<file path="config.mk">
export PLATFORM = sky130hd
export DESIGN_NAME = wind_vane_anemometer_averager_top
export DESIGN_NICKNAME = d
export VERILOG_FILES = /design/src/sv/wva_pkg.sv /design/src/sv/wva_ctrl.sv /design/src/sv/wva_dp.sv /design/src/sv/wind_vane_anemometer_averager_top.sv
export SDC_FILE = /design/constraint.sdc
export NUM_CORES = 2
export LEC_CHECK = 0
export BUFFER_PORTS_ARGS = -buffer_cell sky130_fd_sc_hd__buf_2
export CELL_PAD_IN_SITES_DETAIL_PLACEMENT = 1
export CELL_PAD_IN_SITES_GLOBAL_PLACEMENT = 1
export CORE_ASPECT_RATIO = 1.2
export CORE_UTILIZATION = 56
export CTS_BUF_LIST = sky130_fd_sc_hd__clkbuf_4
export CTS_CLUSTER_SIZE = 10
export DETAILED_ROUTE_END_ITERATION = 16
export GPL_TIMING_DRIVEN = 0
export PLACE_DENSITY_LB_ADDON = 0.1
export SETUP_SLACK_MARGIN = 0.2
export SLEW_MARGIN = 40
export SYNTH_ARGS = -nofsm -noshare
export SYNTH_HDL_FRONTEND = slang
export SYNTH_SLANG_ARGS = --single-unit
</file>
<file path="constraint.sdc">
create_clock -name clock -period 10.97 [get_ports clock]
set_input_delay 2.7425 -clock clock [delete_from_list [all_inputs] [get_ports clock]]
set_output_delay 2.7425 -clock clock [all_outputs]
set_load 0.1 [all_outputs]
</file>
<file path="src/sv/wva_pkg.sv">
// Shared types, constants and helpers of the wind vane averager.
`default_nettype none
package wva_pkg;

   // Angle scale: Q9.6 degrees
   localparam int unsigned FULL_TURN = 23040;
   localparam int unsigned HALF_TURN = 11520;

   // Shared divider sizing: widest numerator is pulses*1000, divisors fit 16 bits
   localparam int unsigned DIV_NW = 26;
   localparam int unsigned DIV_DW = 16;

   // Whole degrees: 360*raw/4095 = 8*raw/91; 8*ceil(2^21/91)/2^21, exact for 12-bit raw
   localparam int unsigned DEG_M  = 23046;
   localparam int unsigned DEG_SH = 18;

   // Knots per pulse-per-second, Q8.8, scaled by 10000
   localparam int unsigned SPD_K = 6220288;

   // Register indexes
   localparam logic [1:0] CSR_INVERTED = 2'd0;
   localparam logic [1:0] CSR_CENTRE   = 2'd1;
   localparam logic [1:0] CSR_SAMPLES  = 2'd2;

   // Operations of the shared divider
   typedef enum logic [1:0] {
      DIV_RATE = 2'd0,
      DIV_SPR  = 2'd1,
      DIV_AVG  = 2'd2
   } div_op_type;

   typedef struct packed {
      logic       cap_in;
      logic       loc_ld;
      logic       div_start;
      div_op_type div_op;
      logic       spd_mul;
      logic       dir_w;
      logic       dir_d;
   } cmd_type;

   typedef struct packed {
      logic div_done;
   } status_type;

   // Wrap a signed angle in -69120..69119 into 0..23039
   function automatic logic [14:0] wrap_turn(input logic signed [18:0] x);
      logic signed [18:0] t;
      t = x;
      if (t < 0) t = t + 19'sd46080;
      if (t < 0) t = t + 19'sd23040;
      if (t >= 19'sd46080) t = t - 19'sd46080;
      if (t >= 19'sd23040) t = t - 19'sd23040;
      return t[14:0];
   endfunction

endpackage
`default_nettype wire

</file>
<file path="src/sv/wva_ctrl.sv">
// Sequencing state machine of the wind vane averager.
`default_nettype none
module wva_ctrl (
   input  wire logic                clock,
   input  wire logic                reset,
   input  wire logic                req_tvalid,
   output logic                     req_tready,
   output logic                     rsp_tvalid,
   input  wire logic                rsp_tready,
   input  wire wva_pkg::status_type status,
   output wva_pkg::cmd_type         cmd
);
   import wva_pkg::*;

   typedef enum logic [11:0] {
      S_IDLE     = 12'b000000000001,
      S_LOCAL    = 12'b000000000010,
      S_RATE_GO  = 12'b000000000100,
      S_RATE_WT  = 12'b000000001000,
      S_SPD      = 12'b000000010000,
      S_DIR_W    = 12'b000000100000,
      S_DIR_D    = 12'b000001000000,
      S_SPR_GO   = 12'b000010000000,
      S_SPR_WAIT = 12'b000100000000,
      S_AVG_GO   = 12'b001000000000,
      S_AVG_WAIT = 12'b010000000000,
      S_RESULT   = 12'b100000000000
   } state_type;

   state_type state_ff, state_in;

   // Next state and commands
   always_comb begin
      state_in      = state_ff;
      cmd           = '0;
      cmd.div_op    = DIV_RATE;
      req_tready    = 1'b0;
      rsp_tvalid    = 1'b0;
      unique case (state_ff)
         S_IDLE: begin
            req_tready = 1'b1;
            cmd.cap_in = req_tvalid;
            if (req_tvalid) state_in = S_LOCAL;
         end
         S_LOCAL: begin
            cmd.loc_ld = 1'b1;
            state_in   = S_RATE_GO;
         end
         S_RATE_GO: begin
            cmd.div_start = 1'b1;
            cmd.div_op    = DIV_RATE;
            state_in      = S_RATE_WT;
         end
         S_RATE_WT: if (status.div_done) state_in = S_SPD;
         S_SPD: begin
            cmd.spd_mul = 1'b1;
            state_in    = S_DIR_W;
         end
         S_DIR_W: begin
            cmd.dir_w = 1'b1;
            state_in  = S_DIR_D;
         end
         S_DIR_D: begin
            cmd.dir_d = 1'b1;
            state_in  = S_SPR_GO;
         end
         S_SPR_GO: begin
            cmd.div_start = 1'b1;
            cmd.div_op    = DIV_SPR;
            state_in      = S_SPR_WAIT;
         end
         S_SPR_WAIT: if (status.div_done) state_in = S_AVG_GO;
         S_AVG_GO: begin
            cmd.div_start = 1'b1;
            cmd.div_op    = DIV_AVG;
            state_in      = S_AVG_WAIT;
         end
         S_AVG_WAIT: if (status.div_done) state_in = S_RESULT;
         S_RESULT: begin
            rsp_tvalid = 1'b1;
            if (rsp_tready) state_in = S_IDLE;
         end
         default: state_in = S_IDLE;
      endcase
   end

   always_ff @(posedge clock) begin
      if (reset) state_ff <= S_IDLE;
      else       state_ff <= state_in;
   end

endmodule
`default_nettype wire

</file>
<file path="src/sv/wva_dp.sv">
// Datapath: config registers, shared divider, rate ring and averages.
`default_nettype none
module wva_dp #(
   parameter int unsigned SPEED_SAMPLES = 8
) (
   input  wire logic                clock,
   input  wire logic                reset,
   input  wire logic                csr_we,
   input  wire logic [1:0]          csr_index,
   input  wire logic [15:0]         csr_wdata,
   input  wire logic [11:0]         raw_angle,
   input  wire logic [15:0]         pulse_count,
   input  wire logic [15:0]         elapsed_ms,
   input  wire logic [14:0]         heading,
   input  wire wva_pkg::cmd_type    cmd,
   output wva_pkg::status_type      status,
   output logic [14:0]              local_direction,
   output logic [15:0]              wind_speed,
   output logic [14:0]              world_direction,
   output logic [13:0]              direction_spread
);
   import wva_pkg::*;

   localparam int unsigned PTR_W   = (SPEED_SAMPLES > 1) ? $clog2(SPEED_SAMPLES) : 1;
   localparam int unsigned SUM_W   = 24 + $clog2(SPEED_SAMPLES);
   localparam longint      SPD_DEN = longint'(SPEED_SAMPLES) * 10000;
   localparam longint      SPD_THR = (65536 * SPD_DEN + SPD_K - 1) / SPD_K;
   localparam int unsigned THR_W   = $clog2(SPD_THR);
   // Reciprocal of SPD_DEN folded into SPD_K; exact for every sum below SPD_THR
   localparam int unsigned SPD_SH  = THR_W + $clog2(SPD_DEN);
   localparam longint      SPD_M   = ((longint'(SPD_K) << SPD_SH) + SPD_DEN - 1) / SPD_DEN;
   localparam int unsigned SPD_M_W = $clog2(SPD_M + 1);
   localparam int unsigned PROD_W  = THR_W + SPD_M_W;

   // Config registers
   logic               inv_ff;
   logic signed [15:0] centre_ff;
   logic [7:0]         samples_ff;

   always_ff @(posedge clock) begin
      if (reset) begin
         inv_ff     <= 1'b0;
         centre_ff  <= '0;
         samples_ff <= 8'd1;
      end else if (csr_we) begin
         if (csr_index == CSR_INVERTED) inv_ff     <= csr_wdata[0];
         if (csr_index == CSR_CENTRE)   centre_ff  <= csr_wdata;
         if (csr_index == CSR_SAMPLES)  samples_ff <= csr_wdata[7:0];
      end
   end

   // Captured transaction; vane reading becomes whole degrees on capture
   logic [8:0]  deg_ff;
   logic [26:0] deg_prod;
   logic [15:0] pulse_ff, elapsed_ff;
   logic [14:0] heading_ff;

   assign deg_prod = 27'(raw_angle) * 27'(DEG_M);

   always_ff @(posedge clock) begin
      if (cmd.cap_in) begin
         deg_ff     <= deg_prod[DEG_SH +: 9];
         pulse_ff   <= pulse_count;
         elapsed_ff <= elapsed_ms;
         heading_ff <= heading;
      end
   end

   // Shared restoring divider, one quotient bit per cycle
   logic [DIV_NW-1:0] quo_ff, num_in;
   logic [DIV_DW-1:0] rem_ff, den_ff, den_in;
   logic [5:0]        cnt_ff, iters_in;
   logic              done_ff;
   div_op_type        op_ff;
   logic [DIV_DW:0]   rem_sh, rem_diff;

   // Working values
   logic [21:0]       sprod;
   logic [13:0]       absd_ff;
   logic              dneg_ff;
   logic [7:0]        cnt_avg_ff, cnt_avg_in;
   logic [14:0]       w_ff;
   logic [13:0]       spread_ff;

   assign sprod = 22'(spread_ff) * 22'(cnt_avg_ff - 8'd1) + 22'(absd_ff);

   always_comb begin
      num_in   = '0;
      den_in   = '0;
      iters_in = '0;
      unique case (cmd.div_op)
         DIV_RATE: begin
            num_in   = 26'(pulse_ff) * 26'd1000;
            den_in   = (elapsed_ff == '0) ? 16'd1 : elapsed_ff;
            iters_in = 6'd26;
         end
         DIV_SPR: begin
            num_in   = {sprod, 4'd0};
            den_in   = 16'(cnt_avg_ff);
            iters_in = 6'd22;
         end
         DIV_AVG: begin
            num_in   = {absd_ff, 12'd0};
            den_in   = 16'(cnt_avg_ff);
            iters_in = 6'd14;
         end
         default: ;
      endcase
   end

   assign rem_sh   = {rem_ff, quo_ff[DIV_NW-1]};
   assign rem_diff = rem_sh - {1'b0, den_ff};

   always_ff @(posedge clock) begin
      if (reset) begin
         cnt_ff  <= '0;
         done_ff <= 1'b0;
      end else begin
         done_ff <= (cnt_ff == 6'd1);
         if (cmd.div_start)      cnt_ff <= iters_in;
         else if (cnt_ff != '0)  cnt_ff <= cnt_ff - 6'd1;
      end
   end

   always_ff @(posedge clock) begin
      if (cmd.div_start) begin
         quo_ff <= num_in;
         rem_ff <= '0;
         den_ff <= den_in;
         op_ff  <= cmd.div_op;
      end else if (cnt_ff != '0) begin
         if (!rem_diff[DIV_DW]) begin
            rem_ff <= rem_diff[DIV_DW-1:0];
            quo_ff <= {quo_ff[DIV_NW-2:0], 1'b1};
         end else begin
            rem_ff <= rem_sh[DIV_DW-1:0];
            quo_ff <= {quo_ff[DIV_NW-2:0], 1'b0};
         end
      end
   end

   assign status.div_done = done_ff;

   // Local direction from whole degrees
   logic [14:0]        local_ff, ang;
   logic signed [18:0] ang_s;
   assign ang   = {deg_ff, 6'd0};
   assign ang_s = (inv_ff ? -$signed({4'd0, ang}) : $signed({4'd0, ang}))
                  - 19'(centre_ff);

   // Rate ring: memory with registered read, valid bits for reset
   logic [23:0]              ring_mem [SPEED_SAMPLES];
   logic [23:0]              ring_rd_ff, rate_in;
   logic [SPEED_SAMPLES-1:0] vld_ff;
   logic [PTR_W-1:0]         pos_ff;
   logic [SUM_W-1:0]         sum_ff;
   logic [SUM_W:0]           sum_in;
   logic [23:0]              old_rate;
   logic                     ring_upd;

   assign ring_upd = done_ff && (op_ff == DIV_RATE);
   assign rate_in  = (quo_ff[25:24] != 2'b00) ? 24'hFFFFFF : quo_ff[23:0];
   assign old_rate = vld_ff[pos_ff] ? ring_rd_ff : 24'd0;
   assign sum_in   = {1'b0, sum_ff} - (SUM_W+1)'(old_rate) + (SUM_W+1)'(rate_in);

   always_ff @(posedge clock) begin
      if (cmd.cap_in) ring_rd_ff <= ring_mem[pos_ff];
      if (ring_upd)   ring_mem[pos_ff] <= rate_in;
   end

   always_ff @(posedge clock) begin
      if (reset) begin
         vld_ff <= '0;
         pos_ff <= '0;
         sum_ff <= '0;
      end else if (ring_upd) begin
         vld_ff[pos_ff] <= 1'b1;
         sum_ff         <= sum_in[SUM_W-1:0];
         pos_ff         <= (pos_ff == PTR_W'(SPEED_SAMPLES - 1)) ? '0 : pos_ff + 1'b1;
      end
   end

   // Speed: saturate at the threshold, else multiply by the scaled reciprocal
   logic [15:0]       speed_ff;
   logic              spd_sat;
   logic [PROD_W-1:0] spd_prod;

   assign spd_sat  = (SUM_W+1)'(sum_ff) >= (SUM_W+1)'(SPD_THR);
   assign spd_prod = PROD_W'(sum_ff[THR_W-1:0]) * PROD_W'(SPD_M);

   always_ff @(posedge clock) begin
      if (cmd.loc_ld)  local_ff <= wrap_turn(ang_s);
      if (cmd.spd_mul) speed_ff <= spd_sat ? 16'hFFFF : 16'(spd_prod >> SPD_SH);
   end

   // Direction average state
   logic [14:0]        avg_ff;
   logic [14:0]        dwrap;
   logic signed [15:0] d_s;
   logic [13:0]        absd_in;
   logic signed [18:0] avg_sum;

   always_comb begin
      cnt_avg_in = (cnt_avg_ff < samples_ff) ? cnt_avg_ff + 8'd1 : cnt_avg_ff;
      if (cnt_avg_in == '0) cnt_avg_in = 8'd1;
   end

   assign dwrap   = wrap_turn($signed({4'd0, w_ff}) - $signed({4'd0, avg_ff})
                              + 19'sd34560);
   assign d_s     = $signed({1'b0, dwrap}) - 16'sd11520;
   assign absd_in = d_s[15] ? 14'(-d_s) : 14'(d_s);
   assign avg_sum = dneg_ff ? $signed({4'd0, avg_ff}) - $signed({5'd0, quo_ff[13:0]})
                            : $signed({4'd0, avg_ff}) + $signed({5'd0, quo_ff[13:0]});

   always_ff @(posedge clock) begin
      if (reset) begin
         cnt_avg_ff <= '0;
         avg_ff     <= '0;
         spread_ff  <= '0;
      end else begin
         if (cmd.dir_w) cnt_avg_ff <= cnt_avg_in;
         if (done_ff && op_ff == DIV_SPR) spread_ff <= quo_ff[13:0];
         if (done_ff && op_ff == DIV_AVG) avg_ff <= wrap_turn(avg_sum);
      end
   end

   always_ff @(posedge clock) begin
      if (cmd.dir_w) w_ff <= wrap_turn($signed({4'd0, heading_ff}) + $signed({4'd0, local_ff}));
      if (cmd.dir_d) begin
         absd_ff  <= absd_in;
         dneg_ff  <= d_s[15];
      end
   end

   assign local_direction  = local_ff;
   assign wind_speed       = speed_ff;
   assign world_direction  = avg_ff;
   assign direction_spread = spread_ff;

endmodule
`default_nettype wire

</file>
<file path="src/sv/wind_vane_anemometer_averager_top.sv">
// Each transaction runs in order: local direction, a pass of the shared
// one-bit-per-cycle divider for the rate, speed, the two direction steps, then
// divider passes for the spread and the average, before rsp_tvalid. The next
// transaction is taken only after the result has been taken.
// Reset (synchronous, active high) clears the rate ring, averages and registers
// (samples_in_average to 1).
`default_nettype none
module wind_vane_anemometer_averager_top #(
   parameter int unsigned SPEED_SAMPLES = 8
) (
   input  wire logic        clock,
   input  wire logic        reset,
   input  wire logic        req_tvalid,
   output logic             req_tready,
   // raw_angle[11:0], pulse_count[27:12], elapsed_ms[43:28], heading[58:44]
   input  wire logic [63:0] req_tdata,
   output logic             rsp_tvalid,
   input  wire logic        rsp_tready,
   // local_direction[14:0], wind_speed[30:15], world_direction[45:31],
   // direction_spread[59:46]
   output logic [63:0]      rsp_tdata,
   input  wire logic        csr_we,
   input  wire logic [1:0]  csr_index,
   input  wire logic [15:0] csr_wdata
);
   import wva_pkg::*;

   cmd_type     cmd;
   status_type  status;
   logic [14:0] local_direction, world_direction;
   logic [15:0] wind_speed;
   logic [13:0] direction_spread;

   wva_ctrl u_ctrl (
      .clock      (clock),
      .reset      (reset),
      .req_tvalid (req_tvalid),
      .req_tready (req_tready),
      .rsp_tvalid (rsp_tvalid),
      .rsp_tready (rsp_tready),
      .status     (status),
      .cmd        (cmd)
   );

   wva_dp #(.SPEED_SAMPLES(SPEED_SAMPLES)) u_dp (
      .clock            (clock),
      .reset            (reset),
      .csr_we           (csr_we),
      .csr_index        (csr_index),
      .csr_wdata        (csr_wdata),
      .raw_angle        (req_tdata[11:0]),
      .pulse_count      (req_tdata[27:12]),
      .elapsed_ms       (req_tdata[43:28]),
      .heading          (req_tdata[58:44]),
      .cmd              (cmd),
      .status           (status),
      .local_direction  (local_direction),
      .wind_speed       (wind_speed),
      .world_direction  (world_direction),
      .direction_spread (direction_spread)
   );

   assign rsp_tdata = {4'd0, direction_spread, world_direction, wind_speed, local_direction};

endmodule
`default_nettype wire
</file>
# Word-level counts from Yosys, hierarchy flattened
# Memory sizes are Yosys's and may differ from the RTL's. A register that Yosys moved wholly into a read port is not among the register bits.
# Index checks and enable logic that the tools add are counted.
dict set report totals {
  regBits 296
  mem_bits_rw 192
  input_bits 87
  output_inout_bits 66
  word_cells 192
  mem_count 1
}
# memory depth word_bits rd rd_ports_with_merged_regs wr line
set mem_list {}
lappend mem_list {u_dp.ring_mem 8 24 1 1 1 wva_dp.sv:152} ;# logic [23:0] ring_mem [SPEED_SAMPLES];
dict set report op_classes {
  add_sub_neg 33
  multipliers 4
  n_lt_le_gt_ge 20
  eq_ne 25
  n_mux 66
  n_bitwise 1
  n_reduce_logical 17
}
# op n
set ops {}
lappend ops {{$mux 19} 26}
lappend ops {{$lt 19x1->1 const B} 8}
lappend ops {{$pmux 12 s12} 1}
lappend ops {{$pmux 26 s3} 1}
lappend ops {{$add 19x16->19 const B} 4}
lappend ops {{$add 19x17->19 const B} 4}
lappend ops {{$ge 19x16->1 const B} 4}
lappend ops {{$ge 19x17->1 const B} 4}
lappend ops {{$sub 19x17->19 const B} 4}
lappend ops {{$mux 12} 5}
lappend ops {{$mux 15} 4}
lappend ops {{$sub 15x15->15 const B} 4}
lappend ops {{$mux 26} 2}
lappend ops {{$mux 24} 2}
lappend ops {{$mul 10x30->39 const B} 1}
lappend ops {{$mux 16} 2}
lappend ops {{$pmux 16 s2} 1}
lappend ops {{$add 27x24->27} 1}
lappend ops {{$ge 27x10->1 const B} 1}
lappend ops {{$sub 27x24->27} 1}
lappend ops {{$mul 12x14->26 const B} 1}
lappend ops {{$mul 16x7->23 const B} 1}
lappend ops {{$add 22x14->22} 1}
lappend ops {{$mul 14x22->22} 1}
lappend ops {{54 further kinds} 82}

# Depth between registers and ports, before layout
dict set report logic_depth {
  ltp_word 16
  depth_mapped 32
}

# Modules after synthesis
# From an unflattened synthesis, not the netlist that was laid out.
dict set report hier_totals {
  hier_cells 4117
  hier_area_um2 41751.3
}
# mod n_inst cells_per_inst area_per_inst_um2
set by_module_without_submodules {}
lappend by_module_without_submodules {wva_dp 1 4019 40881.7}
lappend by_module_without_submodules {wva_ctrl 1 93 835.8}
lappend by_module_without_submodules {wind_vane_anemometer_averager_top 1 5 33.8}

# Worst setup path after synthesis
# No wires, ideal clock.
dict set report synth_path {
  path_type {register -> register}
  start {reg u_dp.cnt_avg_ff[3]}
  end {reg u_dp.quo_ff[24] (data pin)}
  setup_ps 267
  t_arrival_ps 7061
  slack_ps 3642
  stages_incl_launch_ff 33
  n_path_buf 2
  period_less_slack_ps 7328
  path_cell_list {dfxtp_1 -> clkbuf_1 -> or2_2 -> nor2_1 -> nand3_1 -> nor3_1 -> xor2_1 -> clkbuf_1 -> nand2_1 -> fa_1 -> inv_1 -> fa_1 -> inv_1 -> fa_1 -> inv_1 -> ha_1 -> inv_1 -> fa_1 -> inv_1 -> fa_1 -> ha_1 -> a21boi_0 -> o21ai_0 -> a21boi_0 -> o21ai_0 -> a21boi_0 -> o21ai_0 -> a21oi_1 -> a41o_1 -> o41ai_1 -> xnor2_1 -> a222oi_1 -> o21ai_0}
}
dict set report synth_via {
  elab_chain_cells 5
}
# element line
set synth_lines {}
lappend synth_lines {{from (decl)} wva_dp.sv:81} ;# logic [7:0] cnt_avg_ff, cnt_avg_in;
lappend synth_lines {{from (signal assigned)} wva_dp.sv:221} ;# if (cmd.dir_w) cnt_avg_ff <= cnt_avg_in;
lappend synth_lines {{$sub 8x1->9} wva_dp.sv:85} ;# assign sprod = 22'(spread_ff) * 22'(cnt_avg_ff - 8'd1) + 22'(absd_ff);
lappend synth_lines {{$mul 14x22->22} wva_dp.sv:85}
lappend synth_lines {{$add 22x14->22} wva_dp.sv:85}
lappend synth_lines {{$pmux 26 s3} wva_dp.sv:91} ;# unique case (cmd.div_op)
lappend synth_lines {{$mux 26} wva_dp.sv:126} ;# if (cmd.div_start) begin
lappend synth_lines {{to (signal assigned)} wva_dp.sv:127} ;# quo_ff <= num_in;
lappend synth_lines {{to (signal assigned)} wva_dp.sv:134} ;# quo_ff <= {quo_ff[DIV_NW-2:0], 1'b1};
lappend synth_lines {{to (signal assigned)} wva_dp.sv:137} ;# quo_ff <= {quo_ff[DIV_NW-2:0], 1'b0};
lappend synth_lines {{to (decl)} wva_dp.sv:70} ;# logic [DIV_NW-1:0] quo_ff, num_in;
# Every way passes these cells.
# A chain may end at the register's enable or synchronous reset.

# Final worst setup path
dict set report layout_path {
  start {reg u_dp.cnt_avg_ff[0]}
  end {reg u_dp.quo_ff[24] (data pin)}
}
# Same word-level chain as after synthesis.

==> flow_metrics.py <==
metrics = {
    "cts": {
        "holdBufCountCts": 0,
        "cts.clk_slew.worst_paths_ps": 70,
        "cts_max_path_buffers": 3,
        "cts_made_buffers": 140,
        "cts_tree": "done",
        "cts-root-buf": "clkbuf_4",
        "cts_resized": 0,
        "cts_sinks": 512,
        "cts_setup_buffers": 0,
        "htree_num_levels": 4,
        "clock_latency_ps": 1040,
    },
    "flow_run": {
        "drv_cap": 0,
    },
    "drt": {
        "met3_length_mm": 7.21,
        "drt_wl_total_mm": 131,
        "ant_nets": 0,
        "wl_met2_mm": 69.0,
        "dr.max_layer_used": "met5",
        "viasPerCell": 5.96,
        "drc": 0,
        "detail_route.wl_per_cell_um": 23.3,
        "num_vias": 33600,
        "detail_route.first_pass.iterations": 7,
        "first_iter_violations": 1999,
        "wl_met1_mm": 47.9,
    },
    "place": {
        "routabilityCongestion": 0.958,
        "io_buffers": 143,
        "dpl.hpwl_mm": 104,
        "place_inst": 5382,
    },
    "sta": {
        "finalHoldViolCount": 0,
        "setup_tns_ps": 0,
        "setup_violations": 0,
        "max_slew_margin": 0.384,
        "finalClockSkew_ps": 59.2,
        "fin_crit_ps": 9670,
        "worstMarginPinSlew_ps": 924,
        "report.final.slew_viol_count": 0,
        "finalCritPeriodShare": 0.881,
        "rsz0062_at_grt": "false",
        "clock.fmax_ghz": 0.103,
    },
    "critical_path": {
        "arrival_ps": 10420,
        "crit_required_ps": 11720,
        "path_class": "flop to flop",
        "end_kind": "flop",
        "slowest_stage": "a222oi_1",
        "path_max_fanout": 10,
        "cp-start-kind": "flop",
        "startpoint": "u_dp.cnt_avg_ff[0]",
        "slowest_delay_ps": 730,
        "reg2reg_slack_ps": 1300,
        "crit_end": "u_dp.quo_ff[24]",
        "r2r-end": "u_dp.quo_ff[24]",
        "r2r_cells": 30,
        "r2r_start": "u_dp.cnt_avg_ff[0]",
        "crit_top_cell": "o21ai_0",
    },
    "synthesis": {
        "synth_async_sr_flop_share": 0,
        "yosysSeqAreaShare": 0.330,
        "synthCells": 4217,
        "synth.distinct_cells": 99,
        "synth_flop_cell": "edfxtp_1",
        "netlist_area_mm2": 0.0424,
        "syn_avg_cell_area_um2": 10.1,
        "yosys_warnings": 0,
        "synth_edf_count": 377,
        "synth-seq-cells": 512,
    },
    "global_route": {
        "grt_antenna_before_repair": 7,
        "grt_max_degree": 39,
        "grt_pass1_vias": 36800,
        "grt_overflow_total": 0,
        "grt_pass1_wl_mm": 204,
        "grt.total_usage": 0.349,
    },
    "floorplanning": {
        "dieArea_mm2": 0.0769,
        "die_h_um": 304,
        "ios": 153,
        "rows": 110,
        "coreArea_mm2": 0.0750,
        "start_util": 0.566,
        "die_x_um": 253,
    },
    "power_and_ir_drop": {
        "vdd_drop_max_uv": 611,
        "powerDensity_mw_per_mm2": 263,
        "fin_total_pwr_mw": 12.2,
        "leakage_nw": 20.6,
    },
    "hold_path": {
        "hold_depth": 2,
        "hold_class": "flop to flop",
        "worstHoldStart": "u_dp.centre_ff[15]",
    },
    "cells_and_area": {
        "area_growth_pct": 9.41,
        "drive_gt1_frac": 0.0969,
        "nets": 5379,
        "layout.cells.non_filler": 5631,
    },
    "outcome": {
        "status": "complete, no violations",
    },
}
## sequential cells by signal, summed over array words and instances, names as in the netlist, 24 cells and up
name and cells:
u_dp.ring_rd_ff 24, u_dp.sum_ff 27, u_dp.quo_ff 26, u_dp.ring_mem 192
## routing by layer
layer,vias to the layer above,track usage
met5,-,0
met4,2,0.188
met3,382,0.0610
met2,1131,0.642
met1,16800,0.380
li1,15200,-
## synth_stat cells (all sizes together), types with 8 or more instances
master,count,area share
or3,52,0.0077
nand3b,20,0.0035
xor2,57,0.012
fa,337,0.16
inv,647,0.057
a211o,8,0.0017
o31ai,14,0.0026
a222oi,8,0.0019
mux2,8,0.0021
o211ai,17,0.0030
a21boi,32,0.0057
and2,68,0.010
mux2i,38,0.0090
or4,14,0.0027
o21a,32,0.0057
o22ai,12,0.0018
and3,22,0.0034
nor3b,14,0.0025
xnor2,159,0.033
dfxtp,135,0.064
o21ai,158,0.019
a2111oi,8,0.0017
o311ai,8,0.0018
nand2,318,0.028
nor3,67,0.0080
a21o,38,0.0067
a22oi,116,0.021
o41ai,13,0.0027
nor2b,75,0.011
o21bai,11,0.0019
a31oi,24,0.0035
nand3,48,0.0057
nor2,242,0.021
edfxtp,377,0.27
buf,14,0.0017
nor4,16,0.0027
or2,12,0.0018
nand4,42,0.0062
nand2b,38,0.0056
ha,439,0.13
a21oi,190,0.023
o31a,8,0.0017
clkbuf,115,0.010
a211oi,47,0.0087
## critical path: cells and delay by family, from the launching register on
kind,cells,cell delay [ps]
fa+ha+maj,8,3390
simple gates,1,170
xor+xnor,2,660
flops,1,330
compound gates,13,3380
buf+inv,6,1430
## cell type report
class	instances	area, um^2
Multi-Input combinational cell	2931	25600
Buffer	129	508
Clock inverter	54	324
Inverter	648	2430
Sequential cell	512	14000
Tap cell	1008	1260
Clock buffer	186	1400
Fill cell	8394	28600
Timing Repair Buffer	154	892
Antenna cell	9	22.5
## worst min path at each step
stage | slack, ps | to
2_1_floorplan | 440 | u_dp.centre_ff[10]
3_3_place_gp | 440 | u_dp.centre_ff[12]
3_5_place_dp | 450 | u_dp.centre_ff[12]
4_1_cts | 460 | u_dp.centre_ff[12]
5_1_grt | 490 | u_dp.centre_ff[12]
6_report | 460 | u_dp.centre_ff[15]
## power by group
| group | switching (mW) | leakage, nW | total [mW] | internal [mW] |
|---|---|---|---|---|
| Sequential | 0.238 | 4.51 | 2.80 | 2.57 |
| Combinational | 4.70 | 15.1 | 7.65 | 2.95 |
| Clock | 0.900 | 1.02 | 1.75 | 0.848 |
## cells by family after synthesis
| group | after synthesis | share of synthesized area |
|---|---|---|
| other | 1 | 0.0000884 |
| AND/OR/NAND/NOR | 1069 | 0.125 |
| XOR/XNOR | 216 | 0.0451 |
| multiplexers | 46 | 0.0111 |
| flip-flops | 512 | 0.330 |
| buffers and inverters | 777 | 0.0691 |
| adder cells (fa/ha/maj) | 776 | 0.288 |
| AO/OA/AOI/OAI | 820 | 0.131 |
## metrics by stage
| step | utilization | area (um^2) | worst slack (ps) | hold WS (ps) |
|---|---|---|---|---|
| 3_3_place_gp | 0.592 | 44400 | 1820 | 442 |
| 6_report | 0.619 | 46400 | 1300 | 459 |
| 3_5_place_dp | 0.595 | 44700 | 1570 | 451 |
| 5_1_grt | 0.619 | 46400 | 889 | 488 |
| 2_1_floorplan | - | 42400 | 3640 | 436 |
| 4_1_cts | 0.618 | 46400 | 1500 | 460 |
## cells in the final DEF, fill, tap and decap left out, drive strengths merged, types with 16 or more instances in the layout
master,netlist,layout
a211oi,47,47
a21boi,32,32
a21o,38,38
a21oi,190,190
a22oi,116,116
a31oi,24,24
and2,68,68
and3,22,22
buf,14,167
clkbuf,115,302
clkinv,1,44
dfxtp,135,135
edfxtp,377,377
fa,337,337
ha,439,439
inv,647,654
mux2i,38,38
nand2,318,318
nand2b,38,38
nand3,48,48
nand3b,20,20
nand4,42,42
nor2,242,242
nor2b,75,75
nor3,67,67
nor4,16,16
o211ai,17,17
o21a,32,32
o21ai,158,158
or3,52,52
xnor2,159,159
xor2,57,57
(Power assumes the default switching activity.)
